**src/hdl/emsd_pkg.sv**
```systemverilog
`timescale 1ns / 1ps

package emsd_pkg;

  localparam int unsigned EchoW     = 15;
  localparam int unsigned SideW     = 12;
  localparam int unsigned FrontW    = 14;
  localparam int unsigned TimeW     = 32;
  localparam int unsigned IntervalW = 16;
  localparam int unsigned ThreshW   = 12;
  localparam int unsigned CountW    = 4;
  localparam int unsigned CfgIdxW   = 2;
  localparam int unsigned CfgDataW  = 16;

  // Division by 29 is done as a multiplication by a scaled reciprocal.
  // The reciprocal is rounded up, and the result is exact for every
  // dividend below 2^18.
  localparam int unsigned DivInW    = EchoW + 3;
  localparam int unsigned RecipW    = 19;
  localparam int unsigned RecipSh   = 23;
  localparam int unsigned ProdW     = DivInW + RecipW;
  localparam logic [RecipW-1:0] RecipMul = RecipW'(289263);

  localparam logic [FrontW-1:0] FrontTimeout = FrontW'(15984);
  localparam logic [FrontW-1:0] FrontReset   = FrontW'(480);
  localparam logic [CountW-1:0] CountMax     = '1;

  localparam logic [IntervalW-1:0] IntervalReset = IntervalW'(500);
  localparam logic [ThreshW-1:0]   ThreshReset   = ThreshW'(48);
  localparam logic [CountW-1:0]    LimitReset    = CountW'(2);

  typedef enum logic [CfgIdxW-1:0] {
    CFG_CHECK_INTERVAL = 2'd0,
    CFG_MOVE_THRESHOLD = 2'd1,
    CFG_STALL_LIMIT    = 2'd2
  } cfg_idx_e;

  typedef struct packed {
    logic [IntervalW-1:0] check_interval_ms;
    logic [ThreshW-1:0]   move_threshold;
    logic [CountW-1:0]    stall_limit;
  } cfg_t;

  typedef struct packed {
    logic [FrontW-1:0] front;
    logic [SideW-1:0]  left_dist;
    logic [SideW-1:0]  right_dist;
    logic [TimeW-1:0]  now_ms;
    logic              in_motion;
  } item_t;

  typedef struct packed {
    logic [FrontW-1:0] front_dist;
    logic              check_done;
    logic              reverse_request;
  } result_t;

endpackage

```
**src/hdl/emsd_front_conv.sv**
```systemverilog
`timescale 1ns / 1ps

module emsd_front_conv import emsd_pkg::*; (
  input  logic [EchoW-1:0]  echo_us_i,
  output logic [FrontW-1:0] front_o
);

  logic [DivInW-1:0] scaled;
  logic [ProdW-1:0]  prod;

  assign scaled = {echo_us_i, 3'b000};
  assign prod   = ProdW'(scaled) * ProdW'(RecipMul);

  always_comb begin
    if (echo_us_i == '0) begin
      front_o = FrontTimeout;
    end else begin
      front_o = prod[RecipSh +: FrontW];
    end
  end

endmodule

```
**src/hdl/emsd_stall_core.sv**
```systemverilog
`timescale 1ns / 1ps

module emsd_stall_core import emsd_pkg::*; (
  input  logic    clk_i,
  input  logic    rst_ni,
  input  logic    advance_i,
  input  cfg_t    cfg_i,
  input  item_t   item_i,
  output result_t result_o
);

  logic [FrontW-1:0] hist0_q, hist1_q;
  logic [FrontW-1:0] saved_front_q;
  logic [SideW-1:0]  saved_left_q, saved_right_q;
  logic [TimeW-1:0]  last_check_q;
  logic [CountW-1:0] count_q, count_d;

  logic [FrontW-1:0] lo01, hi01, mid_hi, med;
  logic [TimeW-1:0]  elapsed;
  logic              check;
  logic [FrontW-1:0] diff_front;
  logic [SideW-1:0]  diff_left, diff_right;
  logic              still;
  logic [CountW-1:0] count_step;
  logic              reverse;

  // Median of the new value and the two previous ones.
  always_comb begin
    lo01   = (item_i.front < hist0_q) ? item_i.front : hist0_q;
    hi01   = (item_i.front < hist0_q) ? hist0_q : item_i.front;
    mid_hi = (hi01 < hist1_q) ? hi01 : hist1_q;
    med    = (lo01 > mid_hi) ? lo01 : mid_hi;
  end

  assign elapsed = item_i.now_ms - last_check_q;
  assign check   = elapsed > TimeW'(cfg_i.check_interval_ms);

  always_comb begin
    diff_front = (med > saved_front_q) ? med - saved_front_q : saved_front_q - med;
    diff_left  = (item_i.left_dist > saved_left_q) ? item_i.left_dist - saved_left_q
                                                   : saved_left_q - item_i.left_dist;
    diff_right = (item_i.right_dist > saved_right_q) ? item_i.right_dist - saved_right_q
                                                     : saved_right_q - item_i.right_dist;
    still = (diff_front < FrontW'(cfg_i.move_threshold)) &&
            (diff_left < cfg_i.move_threshold) &&
            (diff_right < cfg_i.move_threshold);
  end

  always_comb begin
    count_step = '0;
    reverse    = 1'b0;
    count_d    = count_q;
    if (check && item_i.in_motion) begin
      if (still) begin
        count_step = (count_q == CountMax) ? count_q : count_q + 1'b1;
      end
      if (count_step >= cfg_i.stall_limit) begin
        reverse = 1'b1;
        count_d = '0;
      end else begin
        count_d = count_step;
      end
    end
  end

  assign result_o.front_dist      = med;
  assign result_o.check_done      = check;
  assign result_o.reverse_request = reverse;

  always_ff @(posedge clk_i or negedge rst_ni) begin
    if (!rst_ni) begin
      hist0_q       <= FrontReset;
      hist1_q       <= FrontReset;
      saved_front_q <= '0;
      saved_left_q  <= '0;
      saved_right_q <= '0;
      last_check_q  <= '0;
      count_q       <= '0;
    end else if (advance_i) begin
      hist0_q <= item_i.front;
      hist1_q <= hist0_q;
      count_q <= count_d;
      if (check) begin
        saved_front_q <= med;
        saved_left_q  <= item_i.left_dist;
        saved_right_q <= item_i.right_dist;
        last_check_q  <= item_i.now_ms;
      end
    end
  end

endmodule

```
**src/hdl/echo_median_stall_detect_unit.sv**
```systemverilog
`timescale 1ns / 1ps
// Channel  | Handshake                   | Payload
// in       | in_valid_i / in_ready_o     | echo_us_i left_dist_i right_dist_i now_ms_i in_motion_i
// out      | out_valid_o / out_ready_i   | front_dist_o check_done_o reverse_request_o
// cfg      | cfg_we_i                    | cfg_idx_i cfg_wdata_i
//
// A beat is taken every cycle unless the output stalls; it passes the input and result registers.
// The echo conversion sits before the input register, the median and stall check
// between the input register and the result register, where the state is updated.
// Reset clears the filter history to 30 cm and all saved values and counts to zero.
// A stalled result holds one more beat in the input register, then ready drops.

module echo_median_stall_detect_unit import emsd_pkg::*; (
  input  logic                 clk_i,
  input  logic                 rst_ni,
  input  logic                 in_valid_i,
  output logic                 in_ready_o,
  input  logic [EchoW-1:0]     echo_us_i,
  input  logic [SideW-1:0]     left_dist_i,
  input  logic [SideW-1:0]     right_dist_i,
  input  logic [TimeW-1:0]     now_ms_i,
  input  logic                 in_motion_i,
  output logic                 out_valid_o,
  input  logic                 out_ready_i,
  output logic [FrontW-1:0]    front_dist_o,
  output logic                 check_done_o,
  output logic                 reverse_request_o,
  input  logic                 cfg_we_i,
  input  logic [CfgIdxW-1:0]   cfg_idx_i,
  input  logic [CfgDataW-1:0]  cfg_wdata_i
);

  cfg_t              cfg_q;
  item_t             item_q;
  logic              item_valid_q;
  result_t           res_q;
  logic              res_valid_q;
  logic [FrontW-1:0] front_in;
  result_t           res_d;
  logic              advance;
  logic              accept;

  emsd_front_conv u_conv (
    .echo_us_i (echo_us_i),
    .front_o   (front_in)
  );

  emsd_stall_core u_core (
    .clk_i     (clk_i),
    .rst_ni    (rst_ni),
    .advance_i (advance),
    .cfg_i     (cfg_q),
    .item_i    (item_q),
    .result_o  (res_d)
  );

  assign advance    = item_valid_q && (!res_valid_q || out_ready_i);
  assign in_ready_o = !item_valid_q || advance;
  assign accept     = in_valid_i && in_ready_o;

  always_ff @(posedge clk_i or negedge rst_ni) begin
    if (!rst_ni) begin
      cfg_q.check_interval_ms <= IntervalReset;
      cfg_q.move_threshold    <= ThreshReset;
      cfg_q.stall_limit       <= LimitReset;
    end else if (cfg_we_i) begin
      case (cfg_idx_i)
        CFG_CHECK_INTERVAL: cfg_q.check_interval_ms <= cfg_wdata_i[IntervalW-1:0];
        CFG_MOVE_THRESHOLD: cfg_q.move_threshold    <= cfg_wdata_i[ThreshW-1:0];
        CFG_STALL_LIMIT:    cfg_q.stall_limit       <= cfg_wdata_i[CountW-1:0];
        default: ;
      endcase
    end
  end

  always_ff @(posedge clk_i or negedge rst_ni) begin
    if (!rst_ni) begin
      item_valid_q <= 1'b0;
      res_valid_q  <= 1'b0;
    end else begin
      if (accept) begin
        item_valid_q <= 1'b1;
      end else if (advance) begin
        item_valid_q <= 1'b0;
      end
      if (advance) begin
        res_valid_q <= 1'b1;
      end else if (out_ready_i) begin
        res_valid_q <= 1'b0;
      end
    end
  end

  always_ff @(posedge clk_i) begin
    if (accept) begin
      item_q.front      <= front_in;
      item_q.left_dist  <= left_dist_i;
      item_q.right_dist <= right_dist_i;
      item_q.now_ms     <= now_ms_i;
      item_q.in_motion  <= in_motion_i;
    end
    if (advance) begin
      res_q <= res_d;
    end
  end

  assign out_valid_o       = res_valid_q;
  assign front_dist_o      = res_q.front_dist;
  assign check_done_o      = res_q.check_done;
  assign reverse_request_o = res_q.reverse_request;

endmodule

```
**config.mk**
```make
export PLATFORM = sky130hd
export DESIGN_NAME = echo_median_stall_detect_unit
export DESIGN_NICKNAME = d
export VERILOG_FILES = /design/src/hdl/emsd_pkg.sv /design/src/hdl/emsd_front_conv.sv /design/src/hdl/emsd_stall_core.sv /design/src/hdl/echo_median_stall_detect_unit.sv
export SDC_FILE = /design/constraint.sdc
export NUM_CORES = 1
export LEC_CHECK = 0
export ABC_AREA = 0
export BUFFER_PORTS_ARGS = -buffer_cell sky130_fd_sc_hd__buf_2
export CAP_MARGIN = 20
export CORE_AREA = 2 2 264 162
export DETAILED_ROUTE_END_ITERATION = 8
export DIE_AREA = 0 0 266 164
export PLACE_DENSITY = 0.66
export SETUP_SLACK_MARGIN = 0.3
export SYNTH_ARGS = -nofsm -noshare
export SYNTH_HDL_FRONTEND = slang
export SYNTH_SLANG_ARGS = --single-unit
```
**constraint.sdc**
```tcl
create_clock -name clk_i -period 30.9 [get_ports clk_i]
set_input_delay 1.545 -clock clk_i [delete_from_list [all_inputs] [get_ports clk_i]]
set_output_delay 1.545 -clock clk_i [all_outputs]
set_load 0.05 [all_outputs]
```
== Word-level counts from Yosys, hierarchy flattened ==
Index checks and enable logic that the tools add are counted.

* Register bits after elaboration: 223
* Latch bits: 0
* RAM bits: 0
* Memory bits (read-only): 0
* Bits of input ports: 95
* Output and inout port bits: 18
* Word-level logic and storage cells: 77
* Memories kept: 0

* $add $sub $neg: 8
* $mul: 1
* Divide/modulo/power cells: 0
* $lt $le $gt $ge: 11
* Equality and inequality tests: 3
* Shift-type cells: 0
* Mux-type cells: 16
* Bitwise operators: 0
* Reductions and logical operators: 18

{| class="wikitable"
|+ Operator list
! cell !! number
|-
| two-way mux 14 bit || 5
|-
| subtractor 12 bit || 4
|-
| multiplier 15 x 19 -> 34 bit, second input constant || 1
|-
| greater-than comparator 32 x 16 -> 1 bit || 1
|-
| subtractor 32 bit || 1
|-
| greater-than comparator 14 bit || 2
|-
| less-than comparator 14 bit || 2
|-
| subtractor 14 bit || 2
|-
| greater-than comparator 12 bit || 2
|-
| less-than comparator 12 bit || 2
|-
| two-way mux 12 bit || 2
|-
| two-way mux 4 bit || 4
|-
| logical NOT 15 bit || 1
|-
| less-than comparator 14 x 12 -> 1 bit || 1
|-
| AND reduction 2 bit || 5
|-
| logical AND 1 bit || 5
|-
| two-way mux 1 bit || 5
|-
| adder 4 x 1 -> 4 bit, second input constant || 1
|-
| equality test 4 bit, second input constant || 1
|-
| greater-or-equal comparator 4 bit || 1
|-
| nonzero test 2 bit || 2
|-
| equality test 2 x 1 -> 1 bit, second input constant || 1
|-
| equality test 2 bit, second input constant || 1
|-
| logical NOT 1 bit || 2
|-
| 2 further kinds || 3
|}

== Depth between registers and ports, before layout ==
Gate-level depths: netlist (run 1).

* Depth after elaboration: 15
* Depth in mapped cells: 65
* Depth with buffers taken out: 60

== Cells and area by module ==
A second synthesis (run 1) with hierarchy kept.

* Cells, all modules: 2335
* Area total of the unflattened synthesis: 22018.6 µm²

{| class="wikitable"
|+ By module, submodules not included
! module !! times used !! cells each !! area an instance (µm²) !! sequential area each (µm²)
|-
| emsd_stall_core || 1 || 1561 || 12597.1 || 2562.5
|-
| emsd_front_conv || 1 || 610 || 5491.5 || 0.0
|-
| echo_median_stall_detect_unit || 1 || 164 || 3930.0 || 3474.6
|}

== Worst setup path before layout (run 1) ==
No wires, ideal clock.

* Kind: register -> register
* From: register u_core.hist0_q[7]
* To: register u_core.count_q[0]
* Setup time: 82 ps
* Arrival: 12792 ps
* Path slack: 18025 ps
* Cell stages (with the launch flop): 65
* Path buffers: 5
* Cells stage by stage: dfstp_2 inv_1 ha_1 a21oi_1 o21ai_0 a21oi_1 nand2_1 clkbuf_1 clkbuf_1 nand2_1 o21ai_0 ha_1 a21oi_1 o21ai_0 a211oi_1 nand4_1 nand3_1 buf_1 (+29 left out) o21a_1 o21ai_0 a21oi_1 o31a_1 o21ai_0 o221ai_1 a311o_1 nor4_1 mux2i_1 nand2_1 nand3_1 ha_1 nand2b_1 a21o_1 a21o_1 a21oi_1 a41oi_1 o22ai_1

{| class="wikitable"
|+ RTL lines
! element !! RTL line !! RTL
|-
| start, declared || emsd_stall_core.sv:12 || <nowiki>logic [FrontW-1:0] hist0_q, hist1_q;</nowiki>
|-
| start signal, assigned || emsd_stall_core.sv:72 || <nowiki>hist0_q <= FrontReset;</nowiki>
|-
| start signal, assigned || emsd_stall_core.sv:80 || <nowiki>hist0_q <= item_i.front;</nowiki>
|-
| end signal, assigned || emsd_stall_core.sv:82 || <nowiki>count_q <= count_d;</nowiki>
|-
| end, declared || emsd_stall_core.sv:16 || <nowiki>logic [CountW-1:0] count_q, count_d;</nowiki>
|}

==> metrics.txt, run 1 <==
status complete, no violations; Seq/Total Area, Yosys 0.296; Startpoint Class flip-flop; Fill cells 3,727; Yosys Warn Count 0; clock buffer depth 3; cell count after placement 2,763; via/cell ratio 5.60; Final #Nets 2,777; Hold Buf Count CTS 0; syn avg cell area 9.47 µm²; Worst EP required 31.38 ns; hpwl dp 40,200 µm; core area 0.0412 mm²; Pre-antenna DRT Iters 5; Post-synth EDFFs 87; final WL 50,600 µm; max cap viols 0; fin. max-slew vios 0; most frequent cells in the layout ha_1, inv_1, nand2_1; syn nets 2,683; Synth Flop Type dfrtp_1; Std-Cell Rows 58; Root Buffer clkbuf_16; max_slew headroom 0.352; Hold Path Stages 2; unrepaired setup endpoints after global routing no; CTS clock-pin slew for the worst setup and hold paths 0.06 ns; hold slack final 0.480 ns; Inserted Clock Buffers 26; skew final 0.0397 ns; Post-Syn Area 0.0204 mm²; Residual DRC 0; Layout Cells excl Fill 2,813; worst slack, placed 16.42 ns; Reg2Reg Depth 59; cts repair resizes 0; post-route setup TNS 0 ns; Detail Route Antenna Nets 0; initial antenna violation count 2; Die ar. 0.0436 mm²; CP Class flip-flop to flip-flop; Max FO, Critical Path 20; Arr. time, crit path 15.30 ns; starting density of the core 0.496; Critical Path End Type flip-flop; grt ovf 0; routed len/inst 18.0 µm; period utilisation layout 0.479; share of layout cells above drive strength 1 0.100; final hold violations 0; Cells after Synth 2,157; worst-skew pair later-pin latency 0.57 ns; Final setup violation count 0; routed via count 15,743; number of synthesized register bits 223; Total GRT Usage 0.233; Layout area overhead 9.92%; global-route wire length before repair 80,800 µm; commonest non-fill, non-tap cell in the layout ha_1; Async SR Flop Fraction 0.610; drt initial violations 1,488; Die W 266 µm; min cycle time layout 14.81 ns; worst-margin pin slew 0.971 ns; Max Clock Freq 67.5 MHz; vias in the first global route 15,110; Slowest-stage cell, CP nand3_1; H-tree Lvls 1; # IOs 113; most frequent CP cell a21oi_1; final worst slack 16.09 ns; Final Wtd Congestion 0.964; Hold Path Class flip-flop to flip-flop; largest net degree at the start of global routing 77; port buffer count 112; CTS tree done; distinct cell type count after synthesis 78; Critical Path Max Stage Delay 0.65 ns; Die Y 164 µm; post-CTS repair timing setup buffer count 0; clk sinks 223
[metrics by stage]
| step | util | cell area [µm²] |
|---|---|---|
| finish | 0.545 | 22500 |
| CTS | 0.545 | 22400 |
| floorplan | - | 20400 |
| global placement | 0.522 | 21500 |
| global route | 0.545 | 22500 |
| detailed placement | 0.522 | 21500 |
[critical path: cells and delay by family (launching register included)]
family	cells	cell delay, ns
fa+ha+maj	6	1.86
buf+inv	3	0.83
mux	3	0.72
simple gates	10	2.42
flops	1	0.58
xor+xnor	1	0.18
compound gates	36	8.13
[worst paths after layout]
check	start	slack [ns]	end
max	u_core.hist0_q[7]	16.09	u_core.count_q[0]
min	u_core.hist0_q[1]	0.48	u_core.hist1_q[1]
max reg2reg	u_core.hist0_q[7]	16.09	u_core.count_q[0]
min reg2reg	u_core.hist0_q[1]	0.48	u_core.hist1_q[1]
max in group asynchronous	rst_ni	28.44	cfg_q[5]
min in group asynchronous	rst_ni	1.04	u_core.hist1_q[10]
[registers in the layout (all words and copies together), names as in the netlist, 4 cells and up]
signal / cells
item_q: 71
u_core.count_q: 4
u_core.last_check_q: 32
front_dist_o: 14
u_core.saved_front_q: 14
u_core.hist0_q: 14
u_core.hist1_q: 14
u_core.saved_right_q: 12
cfg_q: 32
u_core.saved_left_q: 12
[area by class of cell]
class / instances / area, µm² / area share
diodes: 2 / 5.00 / 0.000223
clock buffers: 35 / 704 / 0.0314
clock inverters: 13 / 208 / 0.00925
inverters: 326 / 1220 / 0.0545
multi-input cells: 1552 / 13000 / 0.577
flip-flops and latches: 223 / 6040 / 0.269
well taps: 540 / 676 / 0.0301
repair buffers: 122 / 642 / 0.0286
[synthesized netlist by cell type (7+ instances only)]
master	instances	share of area
ha_1	326	0.20
inv_1	326	0.060
nand2_1	196	0.036
o21ai_0	154	0.038
dfrtp_1	119	0.15
fa_1	105	0.10
a21oi_1	98	0.024
edfxtp_1	87	0.13
nor2_1	83	0.015
a21o_1	72	0.026
clkbuf_1	41	0.0075
mux2i_1	39	0.019
o21ai_1	39	0.0096
xnor2_1	37	0.016
nand3_1	32	0.0078
nor3_1	29	0.0071
o21a_1	29	0.011
nand4_1	26	0.0080
mux2_2	25	0.014
xor2_1	22	0.0094
and3_1	21	0.0064
nand2b_1	20	0.0061
a31oi_1	17	0.0052
dfstp_2	17	0.022
nor2b_1	13	0.0040
a211oi_1	10	0.0037
nand3b_1	10	0.0037
o21bai_1	10	0.0037
buf_1	9	0.0017
o211ai_1	9	0.0033
and2_1	8	0.0025
or2_2	8	0.0025
a2111oi_0	7	0.0030
a21boi_0	7	0.0026
o2111ai_1	7	0.0030
or3_1	7	0.0021
[metal layers]
metal | vias to the layer above | track usage | part of all wire
met5 | - | 0.00450 | 0
met4 | 0 | 0.0421 | 0.017
met3 | 60 | 0.0507 | 0.079
met2 | 468 | 0.333 | 0.41
met1 | 7522 | 0.362 | 0.50
li1 | 7693 | - | -
[cells by family after synthesis]
kind of cell | synth area share
compound gates | 0.160
simple gates | 0.111
fa+ha+maj | 0.303
buf+inv | 0.0706
flops | 0.296
mux | 0.0347
xor+xnor | 0.0261
Power of run 1 is left out: the tool's default activity adds up to more than one toggle a clock period on the data nets, which glitch-free logic cannot reach.
==> run 2: changes to the inputs <==
- PLACE_DENSITY: 0.66 -> 0.69
- clock period: 30.9 -> 12.2 ns (I/O delays scaled with it)
==> run 2 against run 1 <==
Effect of this change:
- die area stayed put
- cell count grew 2.2%
- final area grew 4.1%
- clock skew is 0.016 ns lower
- utilization rose by 2.3 points
- register-to-register slack lost 15 ns
- first-iteration DRC count fell by 18%
- clock-buffer cell count shrank 3
- highest routed layer unchanged
- worst setup slack worse by 15 ns
- maximum frequency grew 28%
- non-clock buffer count grew 64
==> metrics.txt, run 2 (same netlist as run 1, synthesis figures left out) <==
status complete, no violations; Hold Buf Count CTS 0 (unchanged); period utilisation layout 0.946 (+0.467); core area 0.0412 mm² (unchanged); min cycle time layout 11.55 ns (-3.27 ns); via/cell ratio 5.58 (-0.25%); final hold violations 0 (unchanged); Inserted Clock Buffers 24 (-7.7%); Max Clock Freq 86.6 MHz (+28%); max cap viols 0 (unchanged); hpwl dp 41,200 µm (+2.4%); # IOs 113 (unchanged); routed len/inst 18.4 µm (+2.5%); Residual DRC 0 (unchanged); Final #Nets 2,839 (+2.2%); share of layout cells above drive strength 1 0.153 (+0.0528); Critical Path Max Stage Delay 0.53 ns (-0.12 ns); Arr. time, crit path 12.00 ns (-3.30 ns); Critical Path End Type flip-flop; worst-skew pair later-pin latency 0.56 ns (about the same); starting density of the core 0.496 (unchanged); Final setup violation count 0 (unchanged); Startpoint Class flip-flop; Hold Path Class input port to async pin; most flop-heavy register item_q; Fill cells 3,576 (-4.1%); skew final 0.0241 ns (-0.0156 ns); Die W 266 µm (unchanged); Largest regs item_q x71, cfg_q x32, u_core.last_check_q x32; max_slew headroom 0.306 (-0.0467); H-tree Lvls 1 (unchanged); CTS clock-pin slew for the worst setup and hold paths 0.06 ns (about the same); Root Buffer clkbuf_16; cell family with the largest share of critical-path delay compound AO/OA/AOI/OAI gates; Worst EP required 12.66 ns (-18.72 ns); CP Class flip-flop to flip-flop; clock buffer depth 3 (unchanged); crit path buf inv count 5 (+2); final worst slack 0.653 ns (-15.43 ns); hold slack final 0.0757 ns (-0.404 ns); Slowest-stage cell, CP dfstp_2; initial antenna violation count 4 (+2); Largest register FFs 71 (unchanged); commonest non-fill, non-tap cell in the layout inv_1; grt ovf 0 (unchanged); Detail Route Antenna Nets 0 (unchanged); drt initial violations 1,224 (-18%); final WL 53,000 µm (+4.7%); Pre-antenna DRT Iters 6 (+1); Die ar. 0.0436 mm² (unchanged); port buffer count 112 (unchanged); worst-margin pin slew 1.04 ns (+0.0700 ns); Max FO, Critical Path 8 (-60%); Layout area overhead 14.5%; largest net degree at the start of global routing 92 (+19%); CTS tree done; Final Wtd Congestion 0.955 (-0.93%); most frequent cells in the layout inv_1, ha_1, nand2_1; Total GRT Usage 0.240 (+0.00608); fin. max-slew vios 0 (unchanged); Std-Cell Rows 58 (unchanged); vias in the first global route 15,478 (+2.4%); unrepaired setup endpoints after global routing no; worst slack, placed -0.150 ns (-16.57 ns); routed via count 16,050 (+2.0%); Die Y 164 µm (unchanged); global-route wire length before repair 83,200 µm (+3.0%); clk sinks 223 (unchanged)
-- run 2: changes by cell type in the layout (fill, tap and decap cells not counted), sizes merged --
cell,delta
bufinv,-3
clkinvlp,+2
clkbuf,-1
buf,+62
diode,+2
-- run 2: final timing paths --
path	startpoint	to	slack, ns	cells past startpoint
min	rst_ni	out_valid_o	0.08	1
max reg2reg	u_core.hist0_q[5]	u_core.count_q[1]	0.65	59
min in group clk_i	right_dist_i[2]	item_q[35]	0.23	1
min reg2reg	u_core.hist0_q[1]	u_core.hist1_q[1]	0.47	2
max	u_core.hist0_q[5]	u_core.count_q[1]	0.65	59
max in group asynchronous	rst_ni	u_core.last_check_q[26]	10.79	2
-- run 2: stage by stage --
| stage | TNS [ns] | util | instance area (µm²) | cells |
|---|---|---|---|---|
| after floorplan | 0 | - | 20500 | 2157 |
| after global placement | 0 | 0.529 | 21800 | 2794 |
| after detailed placement | -0.397 | 0.529 | 21800 | 2794 |
| after CTS | 0 | 0.552 | 22800 | 2851 |
| after global routing | 0 | 0.567 | 23400 | 2871 |
| final | 0 | 0.567 | 23400 | 2875 |
-- run 2: what timing repair did --
| item | CTS | global route |
|---|---|---|
| pin swaps | 8 | 51 |
| setup buffers | 13 | 16 |
| endpoints found under the setup margin | 5 | 5 |
| resized for setup | 14 | 87 |
| gates cloned | 0 | 3 |
-- run 2: routing by layer --
layer,global-route usage,up-vias,routed length [µm]
li1,-,7803,-
met1,0.366,7685,26000
met2,0.352,497,22300
met3,0.0424,65,3790
met4,0.0508,0,966
met5,0,-,0
-- run 2: layout make-up --
cell class                      count  area [µm²]  share of cell area
Multi-Input combinational cell   1552       13400               0.574
Clock buffer                       32         662              0.0283
Tap cell                          540         676              0.0289
Clock inverter                     12         128             0.00546
Inverter                          326        1230              0.0524
Timing Repair Buffer              186        1210              0.0520
Antenna cell                        4        10.0            0.000428
Sequential cell                   223        6040               0.258
-- run 2: worst reg2reg max path: cells and delay by family, from the launching register on --
family          cells  cell delay [ns]
simple gates       10             1.87
mux                 4             0.87
flops               1             0.53
compound gates     32             5.70
buf+inv             5             0.58
xor+xnor            1             0.18
fa+ha+maj           7             1.77
Power of run 2 is left out for the same reason.
